<file path="src/hw/rtl/gcb_pkg.sv">
// Shared types, register indexes, probe pattern and helper functions for the
// grid cell binning block. Used by gcb_ctrl, gcb_datapath and grid_cell_binning.
`default_nettype none

package gcb_pkg;

  localparam int unsigned MaxSideCellsDefault = 64;
  localparam int unsigned ProbeCount = 27;
  localparam logic [4:0] LAST_PROBE = 5'(ProbeCount - 1);

  // Configuration register indexes.
  localparam logic [2:0] REG_ORIGIN_X = 3'd0;
  localparam logic [2:0] REG_ORIGIN_Y = 3'd1;
  localparam logic [2:0] REG_ORIGIN_Z = 3'd2;
  localparam logic [2:0] REG_CELL_SCALE = 3'd3;
  localparam logic [2:0] REG_CELLS_PER_SIDE = 3'd4;

  // Sign codes of a probe offset along one axis.
  localparam logic [1:0] SGN_NEG = 2'd0;
  localparam logic [1:0] SGN_ZERO = 2'd1;
  localparam logic [1:0] SGN_POS = 2'd2;

  // Axis codes.
  localparam logic [1:0] AXIS_X = 2'd0;
  localparam logic [1:0] AXIS_Y = 2'd1;
  localparam logic [1:0] AXIS_Z = 2'd2;

  typedef enum logic [2:0] {
    S_IDLE,
    S_SUB,
    S_MUL,
    S_FIN,
    S_SCL,
    S_SCAN,
    S_FLUSH
  } state_e;

  // Commands from the controller to the datapath.
  typedef struct packed {
    logic       load;
    logic       sub;
    logic       mul;
    logic       fin;
    logic       scl;
    logic       scan_adv;
    logic       flush;
    logic [1:0] axis;
    logic [1:0] sgn;
    logic [4:0] probe;
  } cmd_t;

  // Status from the datapath to the controller.
  typedef struct packed {
    logic probe_hit;
    logic pend_valid;
    logic out_free;
  } status_t;

  typedef struct packed {
    logic [1:0] sx;
    logic [1:0] sy;
    logic [1:0] sz;
  } probe_sign_t;

  // Probe pattern: centre, the six faces, the xy edges, the +z ring, the -z ring.
  function automatic probe_sign_t probe_sign(input logic [4:0] p);
    probe_sign_t s;
    case (p)
      5'd0:  s = '{SGN_ZERO, SGN_ZERO, SGN_ZERO};
      5'd1:  s = '{SGN_ZERO, SGN_ZERO, SGN_POS};
      5'd2:  s = '{SGN_ZERO, SGN_ZERO, SGN_NEG};
      5'd3:  s = '{SGN_POS,  SGN_ZERO, SGN_ZERO};
      5'd4:  s = '{SGN_NEG,  SGN_ZERO, SGN_ZERO};
      5'd5:  s = '{SGN_ZERO, SGN_POS,  SGN_ZERO};
      5'd6:  s = '{SGN_ZERO, SGN_NEG,  SGN_ZERO};
      5'd7:  s = '{SGN_POS,  SGN_POS,  SGN_ZERO};
      5'd8:  s = '{SGN_POS,  SGN_NEG,  SGN_ZERO};
      5'd9:  s = '{SGN_NEG,  SGN_POS,  SGN_ZERO};
      5'd10: s = '{SGN_NEG,  SGN_NEG,  SGN_ZERO};
      5'd11: s = '{SGN_POS,  SGN_ZERO, SGN_POS};
      5'd12: s = '{SGN_NEG,  SGN_ZERO, SGN_POS};
      5'd13: s = '{SGN_ZERO, SGN_POS,  SGN_POS};
      5'd14: s = '{SGN_ZERO, SGN_NEG,  SGN_POS};
      5'd15: s = '{SGN_POS,  SGN_POS,  SGN_POS};
      5'd16: s = '{SGN_POS,  SGN_NEG,  SGN_POS};
      5'd17: s = '{SGN_NEG,  SGN_POS,  SGN_POS};
      5'd18: s = '{SGN_NEG,  SGN_NEG,  SGN_POS};
      5'd19: s = '{SGN_POS,  SGN_ZERO, SGN_NEG};
      5'd20: s = '{SGN_NEG,  SGN_ZERO, SGN_NEG};
      5'd21: s = '{SGN_ZERO, SGN_POS,  SGN_NEG};
      5'd22: s = '{SGN_ZERO, SGN_NEG,  SGN_NEG};
      5'd23: s = '{SGN_POS,  SGN_POS,  SGN_NEG};
      5'd24: s = '{SGN_POS,  SGN_NEG,  SGN_NEG};
      5'd25: s = '{SGN_NEG,  SGN_POS,  SGN_NEG};
      5'd26: s = '{SGN_NEG,  SGN_NEG,  SGN_NEG};
      default: s = '{SGN_ZERO, SGN_ZERO, SGN_ZERO};
    endcase
    return s;
  endfunction

  // A probe repeats an earlier one when every axis lands in the same valid cell.
  // Each mask is indexed by {sign_a, sign_b} and is set when both signs hit the
  // same in-range cell on that axis.
  function automatic logic probe_is_dup(input logic [4:0] p, input logic [15:0] eqx,
                                        input logic [15:0] eqy, input logic [15:0] eqz);
    probe_sign_t t;
    probe_sign_t s;
    logic        dup;
    t = probe_sign(p);
    dup = 1'b0;
    for (int q = 0; q < ProbeCount; q++) begin
      s = probe_sign(5'(q));
      if (5'(q) < p && eqx[{s.sx, t.sx}] && eqy[{s.sy, t.sy}] && eqz[{s.sz, t.sz}]) begin
        dup = 1'b1;
      end
    end
    return dup;
  endfunction

endpackage

`default_nettype wire

</file>
<file path="src/hw/rtl/grid_cell_binning.sv">
// Top level of the grid cell binning block: joins the controller and the
// datapath. Depends on gcb_pkg, gcb_ctrl and gcb_datapath.
//
// Usage: each request on the input channel carries an entity id, a centre and
// a radius. The block sends one result request per distinct grid cell touched
// by the 27 probe points, in order of first hit, with last set on the final
// one; if no probe lands in the grid a single result with cell_valid low and
// last high is sent. Registers are written through the plain write port; the user
// must do so only while the block is idle, which the block does not enforce.
// Sequence: each item first passes through the cell computation (nine axis
// entries, each stepping through the sub, mul, fin and scl states and sharing
// the one 32x32 multiplier), then the 27-probe scan, a flush and a return to
// idle. With a single cell hit, the first result appears only after the flush.
// One item is worked on at a time; the next is taken while the last result
// still waits in the output register.
// A receiver stall holds the output register and, once a further result is
// ready, holds the scan. Reset returns the controller to idle, empties the output
// and loads the register reset values.
`default_nettype none

module grid_cell_binning #(
  parameter int unsigned MAX_SIDE_CELLS = gcb_pkg::MaxSideCellsDefault
) (
  input  wire logic               clk_i,
  input  wire logic               rst_ni,
  input  wire logic               cfg_we_i,
  input  wire logic [2:0]         cfg_idx_i,
  input  wire logic [31:0]        cfg_data_i,
  input  wire logic               in_valid_i,
  output logic                    in_ready_o,
  input  wire logic [15:0]        entity_id_i,
  input  wire logic signed [31:0] pos_x_i,
  input  wire logic signed [31:0] pos_y_i,
  input  wire logic signed [31:0] pos_z_i,
  input  wire logic [30:0]        radius_i,
  output logic                    out_valid_o,
  input  wire logic               out_ready_i,
  output logic [15:0]             owner_id_o,
  output logic [17:0]             cell_index_o,
  output logic                    cell_valid_o,
  output logic                    last_o
);

  gcb_pkg::cmd_t    cmd;
  gcb_pkg::status_t status;

  gcb_ctrl u_ctrl (
    .clk_i     (clk_i),
    .rst_ni    (rst_ni),
    .in_valid_i(in_valid_i),
    .in_ready_o(in_ready_o),
    .status_i  (status),
    .cmd_o     (cmd)
  );

  gcb_datapath #(
    .MAX_SIDE_CELLS(MAX_SIDE_CELLS)
  ) u_datapath (
    .clk_i       (clk_i),
    .rst_ni      (rst_ni),
    .cfg_we_i    (cfg_we_i),
    .cfg_idx_i   (cfg_idx_i),
    .cfg_data_i  (cfg_data_i),
    .entity_id_i (entity_id_i),
    .pos_x_i     (pos_x_i),
    .pos_y_i     (pos_y_i),
    .pos_z_i     (pos_z_i),
    .radius_i    (radius_i),
    .out_ready_i (out_ready_i),
    .out_valid_o (out_valid_o),
    .owner_id_o  (owner_id_o),
    .cell_index_o(cell_index_o),
    .cell_valid_o(cell_valid_o),
    .last_o      (last_o),
    .cmd_i       (cmd),
    .status_o    (status)
  );

  // An accepted request keeps the block busy for the following cycle.
  a_busy_after_accept: assert property (@(posedge clk_i) disable iff (!rst_ni)
    in_valid_i && in_ready_o |=> !in_ready_o)
    else $error("input ready right after accepting a request");

  // A result with no cell in range is always the final one of its item.
  a_empty_is_last: assert property (@(posedge clk_i) disable iff (!rst_ni)
    out_valid_o && !cell_valid_o |-> last_o && cell_index_o == '0)
    else $error("empty result is not a final zero-index result");

  // The scan never pushes a result while a new item is being loaded.
  a_push_in_scan: assert property (@(posedge clk_i) disable iff (!rst_ni)
    cmd.load |-> !cmd.scan_adv && !cmd.flush)
    else $error("result pushed while loading a new item");

endmodule

`default_nettype wire

</file>
<file path="src/hw/rtl/gcb_ctrl.sv">
// Controller state machine for grid cell binning: sequences the per-axis cell
// computation, the probe scan and the final flush. Depends on gcb_pkg.
`default_nettype none

module gcb_ctrl (
  input  wire logic            clk_i,
  input  wire logic            rst_ni,
  input  wire logic            in_valid_i,
  output logic                 in_ready_o,
  input  wire gcb_pkg::status_t status_i,
  output gcb_pkg::cmd_t        cmd_o
);

  gcb_pkg::state_e state_q, state_d;
  logic [1:0] axis_q, axis_d;
  logic [1:0] sgn_q, sgn_d;
  logic [4:0] probe_q, probe_d;
  logic       scan_adv;
  logic       last_entry;

  // A scan step stalls only when a new hit must push out the pending one and the output register is still full.
  assign scan_adv = !(status_i.probe_hit && status_i.pend_valid && !status_i.out_free);
  assign last_entry = (axis_q == gcb_pkg::AXIS_Z) && (sgn_q == gcb_pkg::SGN_POS);

  // Next state and counters.
  always_comb begin
    state_d = state_q;
    axis_d = axis_q;
    sgn_d = sgn_q;
    probe_d = probe_q;
    case (state_q)
      gcb_pkg::S_IDLE: begin
        if (in_valid_i) begin
          state_d = gcb_pkg::S_SUB;
          axis_d = gcb_pkg::AXIS_X;
          sgn_d = gcb_pkg::SGN_NEG;
        end
      end
      gcb_pkg::S_SUB: state_d = gcb_pkg::S_MUL;
      gcb_pkg::S_MUL: state_d = gcb_pkg::S_FIN;
      gcb_pkg::S_FIN: state_d = gcb_pkg::S_SCL;
      gcb_pkg::S_SCL: begin
        if (last_entry) begin
          state_d = gcb_pkg::S_SCAN;
          probe_d = '0;
        end else begin
          state_d = gcb_pkg::S_SUB;
          if (sgn_q == gcb_pkg::SGN_POS) begin
            sgn_d = gcb_pkg::SGN_NEG;
            axis_d = axis_q + 2'd1;
          end else begin
            sgn_d = sgn_q + 2'd1;
          end
        end
      end
      gcb_pkg::S_SCAN: begin
        if (scan_adv) begin
          if (probe_q == gcb_pkg::LAST_PROBE) begin
            state_d = gcb_pkg::S_FLUSH;
          end else begin
            probe_d = probe_q + 5'd1;
          end
        end
      end
      gcb_pkg::S_FLUSH: begin
        if (status_i.out_free) begin
          state_d = gcb_pkg::S_IDLE;
        end
      end
      default: state_d = gcb_pkg::S_IDLE;
    endcase
  end

  // Commands to the datapath.
  always_comb begin
    cmd_o = '0;
    cmd_o.axis = axis_q;
    cmd_o.sgn = sgn_q;
    cmd_o.probe = probe_q;
    in_ready_o = 1'b0;
    case (state_q)
      gcb_pkg::S_IDLE: begin
        in_ready_o = 1'b1;
        cmd_o.load = in_valid_i;
      end
      gcb_pkg::S_SUB: cmd_o.sub = 1'b1;
      gcb_pkg::S_MUL: cmd_o.mul = 1'b1;
      gcb_pkg::S_FIN: cmd_o.fin = 1'b1;
      gcb_pkg::S_SCL: cmd_o.scl = 1'b1;
      gcb_pkg::S_SCAN: cmd_o.scan_adv = scan_adv;
      gcb_pkg::S_FLUSH: cmd_o.flush = status_i.out_free;
      default: cmd_o = '0;
    endcase
  end

  always_ff @(posedge clk_i or negedge rst_ni) begin
    if (!rst_ni) begin
      state_q <= gcb_pkg::S_IDLE;
      axis_q <= gcb_pkg::AXIS_X;
      sgn_q <= gcb_pkg::SGN_NEG;
      probe_q <= '0;
    end else begin
      state_q <= state_d;
      axis_q <= axis_d;
      sgn_q <= sgn_d;
      probe_q <= probe_d;
    end
  end

endmodule

`default_nettype wire

</file>
<file path="src/hw/rtl/gcb_datapath.sv">
// Datapath for grid cell binning: configuration registers, the shared cell
// multiplier, per-axis cell table, duplicate check and output register.
// Depends on gcb_pkg.
`default_nettype none

module gcb_datapath #(
  parameter int unsigned MAX_SIDE_CELLS = gcb_pkg::MaxSideCellsDefault
) (
  input  wire logic             clk_i,
  input  wire logic             rst_ni,
  input  wire logic             cfg_we_i,
  input  wire logic [2:0]       cfg_idx_i,
  input  wire logic [31:0]      cfg_data_i,
  input  wire logic [15:0]      entity_id_i,
  input  wire logic signed [31:0] pos_x_i,
  input  wire logic signed [31:0] pos_y_i,
  input  wire logic signed [31:0] pos_z_i,
  input  wire logic [30:0]      radius_i,
  input  wire logic             out_ready_i,
  output logic                  out_valid_o,
  output logic [15:0]           owner_id_o,
  output logic [17:0]           cell_index_o,
  output logic                  cell_valid_o,
  output logic                  last_o,
  input  wire gcb_pkg::cmd_t    cmd_i,
  output gcb_pkg::status_t      status_o
);

  localparam int unsigned NW = $clog2(MAX_SIDE_CELLS + 1);
  localparam int unsigned SW = 3 * NW + 20;

  // Configuration.
  logic signed [31:0] org_x_q, org_y_q, org_z_q;
  logic [31:0] scale_q;
  logic [6:0]  side_q;

  // Item and per-entry work registers.
  logic [15:0] id_q;
  logic signed [31:0] px_q, py_q, pz_q;
  logic [30:0] rad_q;
  logic [NW-1:0] n_q;
  logic [2*NW-1:0] n2_q;
  logic [33:0] mag_q;
  logic        neg_q;
  logic [63:0] prod_q;
  logic [NW-1:0] coord_q;
  logic          cvalid_q;
  logic [SW-1:0] sc_q [3][3];
  logic          v_q [3][3];

  // Result staging.
  logic        pend_valid_q;
  logic [17:0] pend_idx_q;
  logic        out_valid_q;
  logic [15:0] out_id_q;
  logic [17:0] out_idx_q;
  logic        out_cv_q;
  logic        out_last_q;

  logic [8:0]  side_ext;
  logic [NW-1:0] n_sat;
  logic signed [34:0] pos_sel, org_sel, rad_sel, diff;
  logic [34:0] mag_full;
  logic [34:0] q_full;
  logic        entry_ok;
  logic [2*NW-1:0] factor;
  logic [SW-1:0] scaled;
  gcb_pkg::probe_sign_t ps;
  logic        hit;
  logic [SW-1:0] idx_sum;
  logic [15:0] eqm [3];
  logic        push_out;
  logic        out_free;

  // Configuration writes.
  always_ff @(posedge clk_i or negedge rst_ni) begin
    if (!rst_ni) begin
      org_x_q <= '0;
      org_y_q <= '0;
      org_z_q <= '0;
      scale_q <= 32'd65536;
      side_q <= 7'd1;
    end else if (cfg_we_i) begin
      case (cfg_idx_i)
        gcb_pkg::REG_ORIGIN_X: org_x_q <= cfg_data_i;
        gcb_pkg::REG_ORIGIN_Y: org_y_q <= cfg_data_i;
        gcb_pkg::REG_ORIGIN_Z: org_z_q <= cfg_data_i;
        gcb_pkg::REG_CELL_SCALE: scale_q <= cfg_data_i;
        gcb_pkg::REG_CELLS_PER_SIDE: side_q <= cfg_data_i[6:0];
        default: ;
      endcase
    end
  end

  // Saturate the cell count to the grid size this instance supports.
  assign side_ext = 9'(side_q);
  assign n_sat = (side_ext > 9'(MAX_SIDE_CELLS)) ? NW'(MAX_SIDE_CELLS) : NW'(side_ext);

  // Probe offset on one axis: position plus signed radius minus origin.
  always_comb begin
    case (cmd_i.axis)
      gcb_pkg::AXIS_Y: begin
        pos_sel = 35'(py_q);
        org_sel = 35'(org_y_q);
      end
      gcb_pkg::AXIS_Z: begin
        pos_sel = 35'(pz_q);
        org_sel = 35'(org_z_q);
      end
      default: begin
        pos_sel = 35'(px_q);
        org_sel = 35'(org_x_q);
      end
    endcase
    case (cmd_i.sgn)
      gcb_pkg::SGN_NEG: rad_sel = -$signed({4'b0, rad_q});
      gcb_pkg::SGN_POS: rad_sel = $signed({4'b0, rad_q});
      default: rad_sel = '0;
    endcase
    diff = pos_sel + rad_sel - org_sel;
    mag_full = diff[34] ? 35'(-diff) : 35'(diff);
  end

  // Integer part of the magnitude times the scale, then the range test.
  assign q_full = 35'(mag_q[33:32] * scale_q) + 35'(prod_q[63:32]);
  assign entry_ok = (!neg_q || q_full == '0) && (q_full < 35'(n_q));

  // Each axis is weighted by its place in the linear index.
  always_comb begin
    case (cmd_i.axis)
      gcb_pkg::AXIS_Y: factor = n2_q;
      gcb_pkg::AXIS_Z: factor = (2*NW)'(n_q);
      default: factor = (2*NW)'(1);
    endcase
    scaled = SW'(coord_q * factor);
  end

  // Probe lookup, duplicate test and linear index.
  always_comb begin
    ps = gcb_pkg::probe_sign(cmd_i.probe);
    for (int a = 0; a < 3; a++) begin
      eqm[a] = '0;
      for (int i = 0; i < 3; i++) begin
        for (int j = 0; j < 3; j++) begin
          eqm[a][{2'(i), 2'(j)}] = v_q[a][i] && v_q[a][j] && (sc_q[a][i] == sc_q[a][j]);
        end
      end
    end
    hit = v_q[0][ps.sx] && v_q[1][ps.sy] && v_q[2][ps.sz] &&
          !gcb_pkg::probe_is_dup(cmd_i.probe, eqm[0], eqm[1], eqm[2]);
    idx_sum = sc_q[0][ps.sx] + sc_q[1][ps.sy] + sc_q[2][ps.sz];
  end

  assign out_free = !out_valid_q || out_ready_i;
  assign push_out = (cmd_i.scan_adv && hit && pend_valid_q) || cmd_i.flush;

  // Item capture and arithmetic pipeline registers.
  always_ff @(posedge clk_i) begin
    if (cmd_i.load) begin
      id_q <= entity_id_i;
      px_q <= pos_x_i;
      py_q <= pos_y_i;
      pz_q <= pos_z_i;
      rad_q <= radius_i;
      n_q <= n_sat;
    end
    if (cmd_i.sub) begin
      mag_q <= mag_full[33:0];
      neg_q <= diff[34];
      n2_q <= n_q * n_q;
    end
    if (cmd_i.mul) begin
      prod_q <= mag_q[31:0] * scale_q;
    end
    if (cmd_i.fin) begin
      coord_q <= q_full[NW-1:0];
      cvalid_q <= entry_ok;
    end
    if (cmd_i.scl) begin
      sc_q[cmd_i.axis][cmd_i.sgn] <= scaled;
      v_q[cmd_i.axis][cmd_i.sgn] <= cvalid_q;
    end
    if (cmd_i.scan_adv && hit) begin
      pend_idx_q <= idx_sum[17:0];
    end
    if (push_out) begin
      out_id_q <= id_q;
      out_idx_q <= pend_valid_q ? pend_idx_q : '0;
      out_cv_q <= pend_valid_q;
      out_last_q <= cmd_i.flush;
    end
  end

  // Pending and output valid flags.
  always_ff @(posedge clk_i or negedge rst_ni) begin
    if (!rst_ni) begin
      pend_valid_q <= 1'b0;
      out_valid_q <= 1'b0;
    end else begin
      if (cmd_i.flush) begin
        pend_valid_q <= 1'b0;
      end else if (cmd_i.scan_adv && hit) begin
        pend_valid_q <= 1'b1;
      end
      if (push_out) begin
        out_valid_q <= 1'b1;
      end else if (out_ready_i) begin
        out_valid_q <= 1'b0;
      end
    end
  end

  assign status_o.probe_hit = hit;
  assign status_o.pend_valid = pend_valid_q;
  assign status_o.out_free = out_free;

  assign out_valid_o = out_valid_q;
  assign owner_id_o = out_id_q;
  assign cell_index_o = out_idx_q;
  assign cell_valid_o = out_cv_q;
  assign last_o = out_last_q;

endmodule

`default_nettype wire

</file>
<file path="config.mk">
export PLATFORM = sky130hd
export DESIGN_NAME = grid_cell_binning
export DESIGN_NICKNAME = d
export VERILOG_FILES = /design/src/hw/rtl/gcb_pkg.sv /design/src/hw/rtl/grid_cell_binning.sv /design/src/hw/rtl/gcb_ctrl.sv /design/src/hw/rtl/gcb_datapath.sv
export SDC_FILE = /design/constraint.sdc
export NUM_CORES = 2
export LEC_CHECK = 0
export ABC_AREA = 1
export ABC_CLOCK_PERIOD_IN_PS = 8700
export BUFFER_PORTS_ARGS = -buffer_cell sky130_fd_sc_hd__buf_2
export CAP_MARGIN = 20
export CORE_AREA = 2 2 520 574
export CTS_CLUSTER_SIZE = 40
export DETAILED_ROUTE_END_ITERATION = 8
export DIE_AREA = 0 0 522 576
export GPL_TIMING_DRIVEN = 1
export HOLD_SLACK_MARGIN = 0.08
export PLACE_DENSITY = 0.39
export SLEW_MARGIN = 20
export SYNTH_ARGS = -nofsm -noshare
export SYNTH_HDL_FRONTEND = slang
export SYNTH_SLANG_ARGS = --single-unit
</file>
<file path="constraint.sdc">
create_clock -name clk_i -period 8.7 [get_ports clk_i]
set_clock_uncertainty 0.2 [all_clocks]
set_input_delay 2.175 -clock clk_i [delete_from_list [all_inputs] [get_ports clk_i]]
set_output_delay 2.175 -clock clk_i [all_outputs]
set_load 0.01 [all_outputs]
</file>
==> results.cfg <==
[logic_synthesis]
post_synth_instance_area_mm2 = 0.07334
synth-main-ff-cell = sky130_fd_sc_hd__edfxtp_1
yosys_warnings = 0
synthesis.instances = 8731
synthTopCellsByArea = sky130_fd_sc_hd__fa_1 29%, sky130_fd_sc_hd__edfxtp_1 20%, sky130_fd_sc_hd__nand2_1 12%
synth_enable_flop_cells = 490
synth.ff_latch_count = 639
synth.net_count = 10390
most_common_cell_in_the_netlist = sky130_fd_sc_hd__nand2_1
synth_sequential_area_ratio_pct = 25.15
most_frequent_cells_after_synthesis = 2344 x sky130_fd_sc_hd__nand2_1, 2008 x sky130_fd_sc_hd__inv_1, 1053 x sky130_fd_sc_hd__fa_1, 490 x sky130_fd_sc_hd__edfxtp_1, 470 x sky130_fd_sc_hd__nor2_1
postSynthAreaPerCell_um2 = 8.399
cell_type_contributing_the_most_total_cell_area_after_synthesis = sky130_fd_sc_hd__fa_1
number_of_distinct_library_cells_after_synthesis = 71
asyncSetResetFlopFracSynth_pct = 23.32
synth_largest_type_area_fraction_pct = 28.74

[placed_design]
numPlacedInstances = 12700
post-dp-hpwl_um = 202000
gp_routability_congestion = 0.8787
pre_cts_ws_ps = 508.4
port_buffers = 220

[timing]
final-max-slew-violation-count = 0
finalHoldViolations = 0
post-route-worst-setup-slack_ps = 517.9
setup_tns_ps = 0
period_share_pct = 94.05
worst_slew_margin_rel_pct = 25.50
max_freq_mhz = 122.2
final_period_minus_worst_setup_slack_ps = 8182
grt_setup_unrepaired = false
setup_viol = 0
tightest_slew_ps = 1117

[finish]
finish.utilization_pct = 27.77
final-instance-count-excl-fill = 12850
final_layout_size_suffix_gt1_share_pct = 6.624
nNetsFinal = 10520
fillers = 31930
layout-area-overhead-vs-synth_pct = 11.95

[global_route]
first_pass_grt_wire_length_um = 385000
grt_antenna_before_repair = 5
globalRouteOverflowTotal = 0
first_global_vias = 61360
grt_start_max_net_pins = 136
overall_routing_resource_usage_pct = 16.84

[drt]
drc = 3
initialDrtViolationCount = 3540
wl_per_cell_um = 19.52
num_vias = 56840
firstDrtPassIters = 9
wirelength_um = 250700
ant_nets = 0
via_per_inst = 4.424

[outcome]
outcome = finished with violations
violated_checks = DRC

[clock_network]
worst_skew_pair.late_latency_ps = 720
cts_buffer_depth = 3
numCtsBuffers = 83
numClockSinks = 639
cts-htree-levels = 3
cts_resized = 0
postcts_setup_bufs = 0
cts-root-buf = sky130_fd_sc_hd__clkbuf_16
path_clk_slew_ps = 60
cts_tree = done
cts_hold_buffers = 0

[die]
chipHeight_um = 576
placementRows = 210
core_region_area_mm2 = 0.2956
dieArea_mm2 = 0.3007
io-pin-count = 221
initial_core_util_pct = 24.81
chipWidth_um = 522

[critical_path]
critical_path.startpoint_type = register
worstPathMaxFanout = 19
cpMostUsedCell = sky130_fd_sc_hd__fa_1
worst_path_max_delay_cell = sky130_fd_sc_hd__dfrtp_1
crit_type = register to register
worst_path_dominant_cell_family = adder cells
critPathMaxStageDelay_ps = 1000
worstPathArrival_ps = 8440
crit_required_ps = 8950
crit_path_end_kind = register
timing.critical_path.buf_inv = 7

[worst_hold_path]
hold_path_class = register to register

[run]
drv.max_cap_violation_count = 0
## routing by layer
metal | global-route usage, % | part of all wire (%) | vias to the layer above | wire [um]
met4 | 3.897 | 2.5 | 0 | 6165
met5 | 0 | 0 | - | 0
met1 | 21.14 | 43 | 28680 | 107000
met2 | 30.79 | 51 | 1223 | 128900
met3 | 1.652 | 3.5 | 273 | 8694
li1 | - | - | 26660 | -
## flip-flops by register name, indices dropped and copies added, names as in the netlist, 16 cells and up
signal and flops:
u_datapath.sc_q 189, u_datapath.mag_q 34, u_datapath.org_x_q 32, u_datapath.org_y_q 32, u_datapath.org_z_q 32, u_datapath.prod_q 32
u_datapath.px_q 32, u_datapath.py_q 32, u_datapath.pz_q 32, u_datapath.scale_q 32, u_datapath.rad_q 31, u_datapath.cell_index_o 18
u_datapath.pend_idx_q 18, u_datapath.id_q 16, u_datapath.owner_id_o 16
## layout make-up
class                      instances  area (um2)  area share [%]
timing repair buffer             363        2351           2.864
multi-input combinational       5748       46160           56.23
clock buffer                     111        2303           2.806
clock inverter                    38       322.8          0.3932
tap                             3922        4907           5.977
sequential                       639       18450           22.47
inverter                        2023        7601           9.258
antenna                            3       7.507        0.009144
## path summary, 6_finish.rpt
| kind | cells past startpoint | end | from | slack [ps] |
|---|---|---|---|---|
| max | 25 | u_datapath.prod_q[51]$_DFFE_PP_ | u_datapath.scale_q[18]$_DFFE_PN0P_ | 520 |
| min | 0 | u_datapath.owner_id_o[15]$_DFFE_PP_ | u_datapath.id_q[15]$_DFFE_PP_ | 220 |
| max reg2reg | 25 | u_datapath.prod_q[51]$_DFFE_PP_ | u_datapath.scale_q[18]$_DFFE_PN0P_ | 520 |
| min reg2reg | 0 | u_datapath.owner_id_o[15]$_DFFE_PP_ | u_datapath.id_q[15]$_DFFE_PP_ | 220 |
| max in group asynchronous | 2 | u_datapath.org_x_q[28]$_DFFE_PN0P_ | rst_ni | 5460 |
| min in group asynchronous | 1 | u_datapath.org_x_q[4]$_DFFE_PN0P_ | rst_ni | 1390 |
## kinds of logic after synthesis
| group | count (synthesis) | share of synthesized area [%] |
|---|---|---|
| AO/OA/AOI/OAI | 866 | 6.710 |
| XOR/XNOR | 213 | 2.554 |
| adder cells (fa/ha/maj) | 1479 | 36.01 |
| buffers and inverters | 2344 | 12.08 |
| flip-flops | 639 | 25.15 |
| multiplexers | 1 | 0.01365 |
| AND/OR/NAND/NOR | 3189 | 17.48 |
## layout by cell type (no fill, tap or decap), types with 11 or more instances in the layout
master / count
sky130_fd_sc_hd__o22ai_1: 49
sky130_fd_sc_hd__nor3_1: 57
sky130_fd_sc_hd__clkinv_1: 11
sky130_fd_sc_hd__and3_1: 11
sky130_fd_sc_hd__inv_2: 12
sky130_fd_sc_hd__nor2_1: 457
sky130_fd_sc_hd__nor4_1: 11
sky130_fd_sc_hd__buf_4: 129
sky130_fd_sc_hd__inv_1: 2008
sky130_fd_sc_hd__dfrtp_1: 147
sky130_fd_sc_hd__xor2_1: 140
sky130_fd_sc_hd__nand4_1: 60
sky130_fd_sc_hd__nand3b_1: 18
sky130_fd_sc_hd__a31oi_1: 29
sky130_fd_sc_hd__clkbuf_1: 17
sky130_fd_sc_hd__a21oi_1: 296
sky130_fd_sc_hd__buf_2: 219
sky130_fd_sc_hd__a22o_1: 32
sky130_fd_sc_hd__edfxtp_1: 490
sky130_fd_sc_hd__nand3_1: 154
sky130_fd_sc_hd__a21o_1: 19
sky130_fd_sc_hd__clkinv_2: 14
sky130_fd_sc_hd__nand2_1: 2343
sky130_fd_sc_hd__o21bai_1: 12
sky130_fd_sc_hd__nand2_2: 16
sky130_fd_sc_hd__o21a_1: 11
sky130_fd_sc_hd__ha_1: 425
sky130_fd_sc_hd__o21ai_0: 328
sky130_fd_sc_hd__xnor2_1: 66
sky130_fd_sc_hd__a22oi_1: 13
sky130_fd_sc_hd__clkbuf_16: 84
sky130_fd_sc_hd__nor2_2: 13
sky130_fd_sc_hd__fa_1: 1053
sky130_fd_sc_hd__buf_12: 13
## per-stage QoR
step,cell area (um2),hold slack [ps]
finish,82100,216.1
global route,82090,223.9
CTS,82090,218.0
detailed placement,79470,204.5
global placement,79450,200.5
floorplan,73340,200.3
Power is left out: the tool's default activity adds up to more than one toggle a clock period on the data nets, which glitch-free logic cannot reach.
